$ cat src/rtl/assert_macros.svh
// assertion helpers used by the scheduler top
`ifndef ASSERT_MACROS_SVH
`define ASSERT_MACROS_SVH

// same-cycle implication, reset masks the check
`define ERT_ASSERT_NOW(lbl, clk, rstn, pre, post, msg) \
    lbl: assert property (@(posedge clk) disable iff (!rstn) (pre) |-> (post)) \
        else $error(msg);

// next-cycle implication, reset masks the check
`define ERT_ASSERT_NEXT(lbl, clk, rstn, pre, post, msg) \
    lbl: assert property (@(posedge clk) disable iff (!rstn) (pre) |=> (post)) \
        else $error(msg);

`endif

$ cat src/rtl/ert_pkg.sv
package ert_pkg;

    localparam int MAX_TASKS_DEF = 8;
    localparam int TIME_BITS_DEF = 12;

    localparam int SLOT_W  = 3;
    localparam int FIELD_W = 12;
    localparam int JOB_W   = 16;

    localparam logic OP_TICK   = 1'b0;
    localparam logic OP_DEFINE = 1'b1;

    localparam logic POLICY_EDF = 1'b0;
    localparam logic POLICY_RMS = 1'b1;

    typedef enum logic [1:0] {
        ST_IDLE,
        ST_SCAN,
        ST_APPLY
    } ert_state_t;

    // control shared by every cell in the chain
    typedef struct packed {
        logic policy;
        logic apply;
    } cell_ctrl_t;

endpackage

$ cat src/rtl/ert_cell.sv
module ert_cell
    import ert_pkg::*;
#(
    parameter int MAX_TASKS = MAX_TASKS_DEF,
    parameter int TIME_BITS = TIME_BITS_DEF,
    parameter int SLOT_ID   = 0,
    localparam int IDX_W    = (MAX_TASKS > 1) ? $clog2(MAX_TASKS) : 1
) (
    input  logic                 aclk,
    input  logic                 aresetn,
    input  cell_ctrl_t           ctrl,
    input  logic                 def_sel,
    input  logic [TIME_BITS-1:0] def_exec,
    input  logic [TIME_BITS-1:0] def_period,
    input  logic                 scan_sel,
    input  logic                 in_valid,
    input  logic [TIME_BITS-1:0] in_key,
    input  logic [IDX_W-1:0]     in_idx,
    input  logic [JOB_W-1:0]     in_job,
    input  logic                 in_done,
    output logic                 out_valid,
    output logic [TIME_BITS-1:0] out_key,
    output logic [IDX_W-1:0]     out_idx,
    output logic [JOB_W-1:0]     out_job,
    output logic                 out_done,
    input  logic                 win_valid,
    input  logic [IDX_W-1:0]     win_idx
);

    localparam logic [TIME_BITS-1:0] ONE_T = TIME_BITS'(1);

    logic                 defined_reg, defined_next;
    logic                 ready_reg, ready_next;
    logic [TIME_BITS-1:0] exec_reg, exec_next;
    logic [TIME_BITS-1:0] prem_reg, prem_next;
    logic [TIME_BITS-1:0] erel_reg, erel_next;
    logic [TIME_BITS-1:0] prel_reg, prel_next;
    logic [JOB_W-1:0]     job_reg, job_next;

    logic                 valid_reg, valid_next;
    logic [TIME_BITS-1:0] key_reg, key_next;
    logic [IDX_W-1:0]     idx_reg, idx_next;
    logic [JOB_W-1:0]     jout_reg, jout_next;
    logic                 done_reg, done_next;

    logic [TIME_BITS-1:0] my_key;
    logic                 take_mine;
    logic                 is_winner;

    assign my_key    = (ctrl.policy == POLICY_RMS) ? prel_reg : prem_reg;
    assign take_mine = defined_reg && ready_reg && (!in_valid || (my_key < in_key));
    assign is_winner = win_valid && (win_idx == IDX_W'(SLOT_ID));

    // running minimum handed on to the next cell
    always_comb begin
        valid_next = valid_reg;
        key_next   = key_reg;
        idx_next   = idx_reg;
        jout_next  = jout_reg;
        done_next  = done_reg;
        if (scan_sel) begin
            if (take_mine) begin
                valid_next = 1'b1;
                key_next   = my_key;
                idx_next   = IDX_W'(SLOT_ID);
                jout_next  = job_reg;
                done_next  = (exec_reg <= ONE_T);
            end else begin
                valid_next = in_valid;
                key_next   = in_key;
                idx_next   = in_idx;
                jout_next  = in_job;
                done_next  = in_done;
            end
        end
    end

    // slot state: define, run one unit, count the period down
    always_comb begin
        defined_next = defined_reg;
        ready_next   = ready_reg;
        exec_next    = exec_reg;
        prem_next    = prem_reg;
        erel_next    = erel_reg;
        prel_next    = prel_reg;
        job_next     = job_reg;
        if (def_sel) begin
            defined_next = (def_exec != '0);
            ready_next   = (def_exec != '0);
            exec_next    = def_exec;
            erel_next    = def_exec;
            prem_next    = def_period;
            prel_next    = def_period;
            job_next     = JOB_W'(1);
        end else if (ctrl.apply) begin
            if (is_winner) begin
                if (exec_reg != '0) begin
                    exec_next = exec_reg - ONE_T;
                end
                if (exec_reg <= ONE_T) begin
                    ready_next = 1'b0;
                    job_next   = job_reg + JOB_W'(1);
                end
            end
            if (defined_reg) begin
                if (prem_reg <= ONE_T) begin
                    prem_next  = prel_reg;
                    exec_next  = erel_reg;
                    ready_next = 1'b1;
                end else begin
                    prem_next = prem_reg - ONE_T;
                end
            end
        end
    end

    always_ff @(posedge aclk) begin
        if (!aresetn) begin
            defined_reg <= 1'b0;
            ready_reg   <= 1'b0;
            exec_reg    <= '0;
            prem_reg    <= '0;
            erel_reg    <= '0;
            prel_reg    <= '0;
            job_reg     <= '1;
            valid_reg   <= 1'b0;
        end else begin
            defined_reg <= defined_next;
            ready_reg   <= ready_next;
            exec_reg    <= exec_next;
            prem_reg    <= prem_next;
            erel_reg    <= erel_next;
            prel_reg    <= prel_next;
            job_reg     <= job_next;
            valid_reg   <= valid_next;
        end
    end

    always_ff @(posedge aclk) begin
        key_reg  <= key_next;
        idx_reg  <= idx_next;
        jout_reg <= jout_next;
        done_reg <= done_next;
    end

    assign out_valid = valid_reg;
    assign out_key   = key_reg;
    assign out_idx   = idx_reg;
    assign out_job   = jout_reg;
    assign out_done  = done_reg;

endmodule

$ cat src/rtl/edf_rms_tick_scheduler.sv
// Periodic task scheduler, one time tick per tick beat. A define beat
// (s_tuser = 1) loads a task slot with its execution time and period, makes
// its first job ready and returns no beat; it is taken in the idle state. A
// tick beat (s_tuser = 0) picks the ready task with the smallest remaining
// period (policy 0, earliest deadline first) or the smallest period (policy
// 1, rate monotonic), lowest slot on a tie, runs it for one unit, counts all
// periods down and returns one result beat. Each slot lives in one cell of a
// chain; the running minimum moves one cell per cycle. A tick passes from
// the accept in the idle state through the scan state, in which each cell
// takes its turn in slot order, and on to the update state. The update
// cycle waits while an earlier result is still held on the output. The
// policy register may be written at any time the block is idle and takes
// effect at the next tick.
`include "assert_macros.svh"

module edf_rms_tick_scheduler
    import ert_pkg::*;
#(
    parameter int MAX_TASKS = MAX_TASKS_DEF,
    parameter int TIME_BITS = TIME_BITS_DEF
) (
    input  logic        aclk,
    input  logic        aresetn,
    // policy register write channel
    input  logic        cfg_valid,
    output logic        cfg_ready,
    input  logic        cfg_data,       // policy_mode
    // input beats
    input  logic        s_tvalid,
    output logic        s_tready,
    input  logic [31:0] s_tdata,        // task_slot, exec_time, period_len, zero pad
    input  logic        s_tuser,        // operation
    // result beats
    output logic        m_tvalid,
    input  logic        m_tready,
    output logic [23:0] m_tdata,        // running_slot, job_finished, job_index,
                                        // context_switch, zero pad
    output logic        m_tuser         // idle_tick
);

    localparam int IDX_W  = (MAX_TASKS > 1) ? $clog2(MAX_TASKS) : 1;
    localparam int STEP_W = IDX_W;

    // input field unpack
    logic [SLOT_W-1:0]  in_slot;
    logic [FIELD_W-1:0] in_exec;
    logic [FIELD_W-1:0] in_period;
    assign in_slot   = s_tdata[2:0];
    assign in_exec   = s_tdata[14:3];
    assign in_period = s_tdata[26:15];

    // fields cut (or zero extended) to the time width
    logic [31:0]          exec_wide, period_wide;
    logic [TIME_BITS-1:0] exec_cut, period_cut, period_fixed;
    assign exec_wide    = {{(32-FIELD_W){1'b0}}, in_exec};
    assign period_wide  = {{(32-FIELD_W){1'b0}}, in_period};
    assign exec_cut     = exec_wide[TIME_BITS-1:0];
    assign period_cut   = period_wide[TIME_BITS-1:0];
    // a zero period is kept as one tick
    assign period_fixed = (period_cut == '0) ? TIME_BITS'(1) : period_cut;

    logic s_acc, define_acc, tick_acc;
    assign s_acc      = s_tvalid && s_tready;
    assign define_acc = s_acc && (s_tuser == OP_DEFINE);
    assign tick_acc   = s_acc && (s_tuser == OP_TICK);

    // policy register
    logic policy_reg;
    assign cfg_ready = 1'b1;
    always_ff @(posedge aclk) begin
        if (!aresetn) begin
            policy_reg <= POLICY_EDF;
        end else if (cfg_valid && cfg_ready) begin
            policy_reg <= cfg_data;
        end
    end

    // sequencer
    ert_state_t        state_reg, state_next;
    logic [STEP_W-1:0] step_reg, step_next;
    logic              fire;
    logic              m_valid_reg, m_valid_next;

    always_ff @(posedge aclk) begin
        if (!aresetn) begin
            state_reg   <= ST_IDLE;
            step_reg    <= '0;
            m_valid_reg <= 1'b0;
        end else begin
            state_reg   <= state_next;
            step_reg    <= step_next;
            m_valid_reg <= m_valid_next;
        end
    end

    always_comb begin
        state_next = state_reg;
        step_next  = step_reg;
        s_tready   = 1'b0;
        fire       = 1'b0;
        unique case (state_reg)
            ST_IDLE: begin
                s_tready = 1'b1;
                if (tick_acc) begin
                    step_next  = '0;
                    state_next = ST_SCAN;
                end
            end
            ST_SCAN: begin
                // last cell takes its turn now: the result is at the chain end in the update state
                if (step_reg == STEP_W'(MAX_TASKS - 1)) begin
                    state_next = ST_APPLY;
                end else begin
                    step_next = step_reg + STEP_W'(1);
                end
            end
            ST_APPLY: begin
                // wait for the output register to free up
                if (!m_valid_reg || m_tready) begin
                    fire       = 1'b1;
                    state_next = ST_IDLE;
                end
            end
            default: begin
                state_next = ST_IDLE;
            end
        endcase
    end

    always_comb begin
        m_valid_next = m_valid_reg;
        if (fire) begin
            m_valid_next = 1'b1;
        end else if (m_tready) begin
            m_valid_next = 1'b0;
        end
    end

    // chain of slot cells
    cell_ctrl_t ctrl;
    assign ctrl.policy = policy_reg;
    assign ctrl.apply  = fire;

    logic                 c_valid [MAX_TASKS];
    logic [TIME_BITS-1:0] c_key   [MAX_TASKS];
    logic [IDX_W-1:0]     c_idx   [MAX_TASKS];
    logic [JOB_W-1:0]     c_job   [MAX_TASKS];
    logic                 c_done  [MAX_TASKS];

    logic                 win_valid;
    logic [IDX_W-1:0]     win_idx;
    logic [JOB_W-1:0]     win_job;
    logic                 win_done;
    assign win_valid = c_valid[MAX_TASKS-1];
    assign win_idx   = c_idx[MAX_TASKS-1];
    assign win_job   = c_job[MAX_TASKS-1];
    assign win_done  = c_done[MAX_TASKS-1];

    for (genvar k = 0; k < MAX_TASKS; k++) begin : g_cell
        logic                 p_valid;
        logic [TIME_BITS-1:0] p_key;
        logic [IDX_W-1:0]     p_idx;
        logic [JOB_W-1:0]     p_job;
        logic                 p_done;
        logic                 def_sel;
        logic                 scan_sel;

        if (k == 0) begin : g_head
            // the chain starts with no candidate
            assign p_valid = 1'b0;
            assign p_key   = '0;
            assign p_idx   = '0;
            assign p_job   = '0;
            assign p_done  = 1'b0;
        end else begin : g_link
            assign p_valid = c_valid[k-1];
            assign p_key   = c_key[k-1];
            assign p_idx   = c_idx[k-1];
            assign p_job   = c_job[k-1];
            assign p_done  = c_done[k-1];
        end

        // slots at or above MAX_TASKS never match, so those defines drop
        assign def_sel  = define_acc && (int'(in_slot) == k);
        assign scan_sel = (state_reg == ST_SCAN) && (step_reg == STEP_W'(k));

        ert_cell #(
            .MAX_TASKS (MAX_TASKS),
            .TIME_BITS (TIME_BITS),
            .SLOT_ID   (k)
        ) u_cell (
            .aclk       (aclk),
            .aresetn    (aresetn),
            .ctrl       (ctrl),
            .def_sel    (def_sel),
            .def_exec   (exec_cut),
            .def_period (period_fixed),
            .scan_sel   (scan_sel),
            .in_valid   (p_valid),
            .in_key     (p_key),
            .in_idx     (p_idx),
            .in_job     (p_job),
            .in_done    (p_done),
            .out_valid  (c_valid[k]),
            .out_key    (c_key[k]),
            .out_idx    (c_idx[k]),
            .out_job    (c_job[k]),
            .out_done   (c_done[k]),
            .win_valid  (win_valid),
            .win_idx    (win_idx)
        );
    end

    // previous choice, idle after reset
    logic             prev_idle_reg;
    logic [IDX_W-1:0] prev_idx_reg;
    logic             switch_now;
    assign switch_now = win_valid ? (prev_idle_reg || (prev_idx_reg != win_idx))
                                  : !prev_idle_reg;

    always_ff @(posedge aclk) begin
        if (!aresetn) begin
            prev_idle_reg <= 1'b1;
        end else if (fire) begin
            prev_idle_reg <= !win_valid;
        end
    end

    // result register
    logic [31:0]       win_idx_wide;
    logic [SLOT_W-1:0] out_slot_reg;
    logic              out_idle_reg;
    logic              out_fin_reg;
    logic [JOB_W-1:0]  out_job_reg;
    logic              out_sw_reg;
    assign win_idx_wide = 32'(win_idx);

    always_ff @(posedge aclk) begin
        if (fire) begin
            prev_idx_reg <= win_idx;
            out_slot_reg <= win_valid ? win_idx_wide[SLOT_W-1:0] : '0;
            out_idle_reg <= !win_valid;
            out_fin_reg  <= win_valid && win_done;
            out_job_reg  <= win_valid ? win_job : '0;
            out_sw_reg   <= switch_now;
        end
    end

    assign m_tvalid = m_valid_reg;
    assign m_tdata  = {3'b000, out_sw_reg, out_job_reg, out_fin_reg, out_slot_reg};
    assign m_tuser  = out_idle_reg;

    // checks
    `ERT_ASSERT_NEXT(a_tick_blocks_input, aclk, aresetn, tick_acc, !s_tready,
        "tick accepted but input still ready next cycle")
    `ERT_ASSERT_NEXT(a_define_no_result, aclk, aresetn, define_acc && !m_valid_reg,
        !m_valid_reg, "define beat produced a result")
    `ERT_ASSERT_NOW(a_idle_result_clean, aclk, aresetn, m_valid_reg && out_idle_reg,
        !out_fin_reg && (out_job_reg == '0) && (out_slot_reg == '0),
        "idle result carries task data")
    `ERT_ASSERT_NOW(a_fire_only_in_update, aclk, aresetn, fire,
        state_reg == ST_APPLY, "result loaded outside the update cycle")

endmodule

$ cat config.mk
export PLATFORM = sky130hd
export DESIGN_NAME = edf_rms_tick_scheduler
export DESIGN_NICKNAME = d
export VERILOG_FILES = /design/src/rtl/ert_pkg.sv /design/src/rtl/ert_cell.sv /design/src/rtl/edf_rms_tick_scheduler.sv
export VERILOG_INCLUDE_DIRS = /design/src /design/src/rtl
export SDC_FILE = /design/constraint.sdc
export NUM_CORES = 2
export LEC_CHECK = 0
export BUFFER_PORTS_ARGS = -buffer_cell sky130_fd_sc_hd__buf_2
export CAP_MARGIN = 20
export CORE_MARGIN = 2
export CORE_UTILIZATION = 41
export DETAILED_ROUTE_END_ITERATION = 10
export PLACE_DENSITY = 0.56
export SLEW_MARGIN = 30
export SYNTH_ARGS = -nofsm -noshare
export SYNTH_HDL_FRONTEND = slang
export SYNTH_SLANG_ARGS = --single-unit
$ cat constraint.sdc
create_clock -name aclk -period 9.3 [get_ports aclk]
set_input_delay 1.395 -clock aclk [delete_from_list [all_inputs] [get_ports aclk]]
set_output_delay 1.395 -clock aclk [all_outputs]
set_load 0.03 [all_outputs]
==> results by group <==
Logic synthesis
  • Share of the synthesized area in the top cell type: 0.268
  • Ys flop type: dfxtp_1
  • Post-synth cell types: 91
  • Syn. warnings: 0
  • Post-Synthesis Cell Area: 0.0407 mm2
  • FFs w/ async S/R, synth: 0
  • Cell count after synthesis: 4406
  • Leading area contributor after synthesis: dfxtp_1
  • Seq/Total Area, Yosys: 0.461
  • Syn_area_per_cell: 9.23 um2
  • Top cells by area, synth: dfxtp_1 27%, edfxtp_1 19%, mux2_2 6.9%
  • EDFF count, synth: 262
  • #FFs+latches synth: 806

Critical path
  • CP startpoint: policy_reg
  • Crit Reg-Reg Startpoint: policy_reg
  • R2R cell count: 10
  • Critical Path End Type: flop
  • Crit start category: flop
  • CP Class: reg -> reg
  • Critical Path RT: 9.70 ns
  • Worst-path fanout max: 59
  • CP Data Arrival Time: 4.50 ns

STA
  • Tcrit/Tclk final: 0.440
  • Maximum clock frequency: 244 MHz
  • Least-Margin Pin Slew: 1.05 ns
  • Period minus WS final: 4.09 ns
  • PnR worst setup slack: 5.21 ns
  • Final Slew Violations: 0
  • Headroom to the max-slew limit: 0.290
  • Setup TNS: 0 ns
  • RSZ-0062 raised after global routing: no
  • Clock Skew: 0.0253 ns
  • Final hold violation count: 0
  • Setup-failing EPs final: 0

Power and ir drop
  • Pwr Total: 7.86 mW
  • VDD IR-drop max: 0.135 mV
  • Cell Pwr Density: 174 mW/mm2
  • P_leak: 16.2 nW

GRT
  • GRT overflow: 0
  • Largest net degree at the start of global routing: 187
  • First-pass GRT wire length: 184000 um
  • Total track usage: 0.229
  • Via count of the first global-routing pass: 30800
  • Initial antenna violation count: 2

Final layout
  • Fillers: 9449
  • P&R area growth vs syn: 11.1%
  • Layout Nets: 4511
  • Post-route core utilization: 0.459
  • Finished Cell Area: 0.0451 mm2
  • Share of layout cells above drive strength 1: 0.127

Routing
  • WL final: 119000 um
  • Post-DR vias/cell: 5.69
  • Antenna-violating nets left: 0
  • DR pass1 iterations: 6
  • Drc violations: 0
  • Vias post-DR: 32500
  • Drt wl/cell: 20.9 um
  • Detailed Route Iter0 Violations: 2561

Floorplanning
  • Site row count: 115
  • Core area: 0.0983 mm2
  • Die area: 0.102 mm2
  • Die width: 319 um
  • IO Count: 67
  • Die height: 319 um
  • Starting Density: 0.414

Clock network
  • Number of H-tree levels: 3
  • # hold bufs at CTS: 0
  • Clock slew at reported path FFs: 0.06 ns
  • Post-CTS sizing: 0
  • Worst-Skew Late Latency: 0.67 ns
  • CTS buffer count: 91
  • Post-CTS setup buffers: 0
  • CTS tree: done
  • CTS Root Buffer Type: clkbuf_16
  • Max Buffers Root-to-Sink: 3
  • CTS sink count: 806

Placed design
  • Worst slack at placement: 4.85 ns
  • DP HPWL: 79200 um
  • Routability cong.: 0.841
  • Cell area after placement: 0.0421 mm2
  • Port Buffers: 57

Run
  • Max-Cap Viols: 0

Hold path
  • Hold Path Depth: 2
  • Hold Crit Class: reg -> reg
  • Critical hold path startpoint: g_cell[0].u_cell.erel_reg[0]

Status
  • Status: finished clean
final timing paths:
kind / endpoint / slack [ns]
worst max-delay path: g_cell[4].u_cell.out_done / 5.21
worst min-delay path: g_cell[0].u_cell.erel_reg[0] / 0.45
worst max register to register: g_cell[4].u_cell.out_done / 5.21
worst min register to register: g_cell[0].u_cell.erel_reg[0] / 0.45
cell families (layout without fill, tap and decap cells):
logic type / count (synthesis) / count (layout) / synth area share
AO/OA/AOI/OAI: 978 / 978 / 0.149
XOR/XNOR: 231 / 231 / 0.0498
adder cells (fa/ha/maj): 123 / 123 / 0.0379
buffers and inverters: 417 / 432 / 0.0403
flip-flops: 806 / 806 / 0.461
multiplexers: 289 / 289 / 0.0788
other: 2 / 6 / 0.000185
AND/OR/NAND/NOR: 1560 / 1560 / 0.182
layer usage:
metal | global-route usage | routed length, um | up-vias | part of all wire
met5 | 0 | 0 | - | 0
met4 | 0.0702 | 3430 | 0 | 0.029
met3 | 0.0296 | 5630 | 192 | 0.047
met2 | 0.371 | 54900 | 767 | 0.46
met1 | 0.319 | 55200 | 15800 | 0.46
li1 | - | - | 15800 | -
cell usage in the layout, fill, tap and decap left out, types with 18 or more instances in the layout:
cell type,instances
or3_1,22
a21oi_1,304
xnor2_1,120
edfxtp_1,262
buf_2,56
nand3_1,109
mux2_2,248
o21ai_0,207
nor4_1,59
inv_1,150
mux2i_1,41
buf_4,55
nor2_1,228
o31ai_1,22
nand2_1,735
o22ai_1,73
dfxtp_1,543
ha_1,123
clkbuf_1,28
o211ai_1,87
a21boi_0,42
and2_1,38
nand2b_1,22
a211oi_1,26
nor3_1,92
a222oi_1,18
a31oi_1,69
xor2_1,111
or4_1,24
and3_1,64
nand4_1,45
clkbuf_16,94
power breakdown:
group | total (mW) | internal, mW | switching (mW)
Combinational | 0.420 | 0.126 | 0.294
Clock | 3.75 | 2.26 | 1.49
Sequential | 3.70 | 3.66 | 0.0404
worst max-delay path, cell delays in order, from the launching register on:
cell and delay, ns:
dfxtp_4 0.37, buf_4 0.61, mux2_2 0.46, ha_1 0.31, nand2_1 0.08, nor2_1 0.18, o211ai_1 0.11, o21ai_0 0.26
a221o_1 0.57, buf_4 0.43, mux2_2 0.40
cell usage after synthesis, types with 98 or more instances:
cell and count:
nor2_1 234, clkbuf_1 211, nand3_1 110, inv_1 151, a21oi_1 304, nand2_1 736, xnor2_1 120, edfxtp_1 262
dfxtp_1 544, mux2_2 248, ha_1 123, xor2_1 111, nor3_1 98, o21ai_0 208
area by class of cell:
cell class              instances  area [um2]  area share
inverters                     152         578      0.0128
clock buffers                 131        2580      0.0572
repair buffers                113         733      0.0162
multi-input cells            3185       20400       0.452
clock inverters                36         492      0.0109
diodes                          2        5.00    0.000111
well taps                    1287        1610      0.0357
flip-flops and latches        806       18800       0.416
stage by stage:
stage / cells / hold WS [ns]
CTS: 5710 / 0.452
global route: 5711 / 0.472
floorplan: 4408 / 0.430
finish: 5712 / 0.452
detailed placement: 5543 / 0.444
global placement: 5543 / 0.441
No activity file was read; power rests on OpenSTA's default activity.
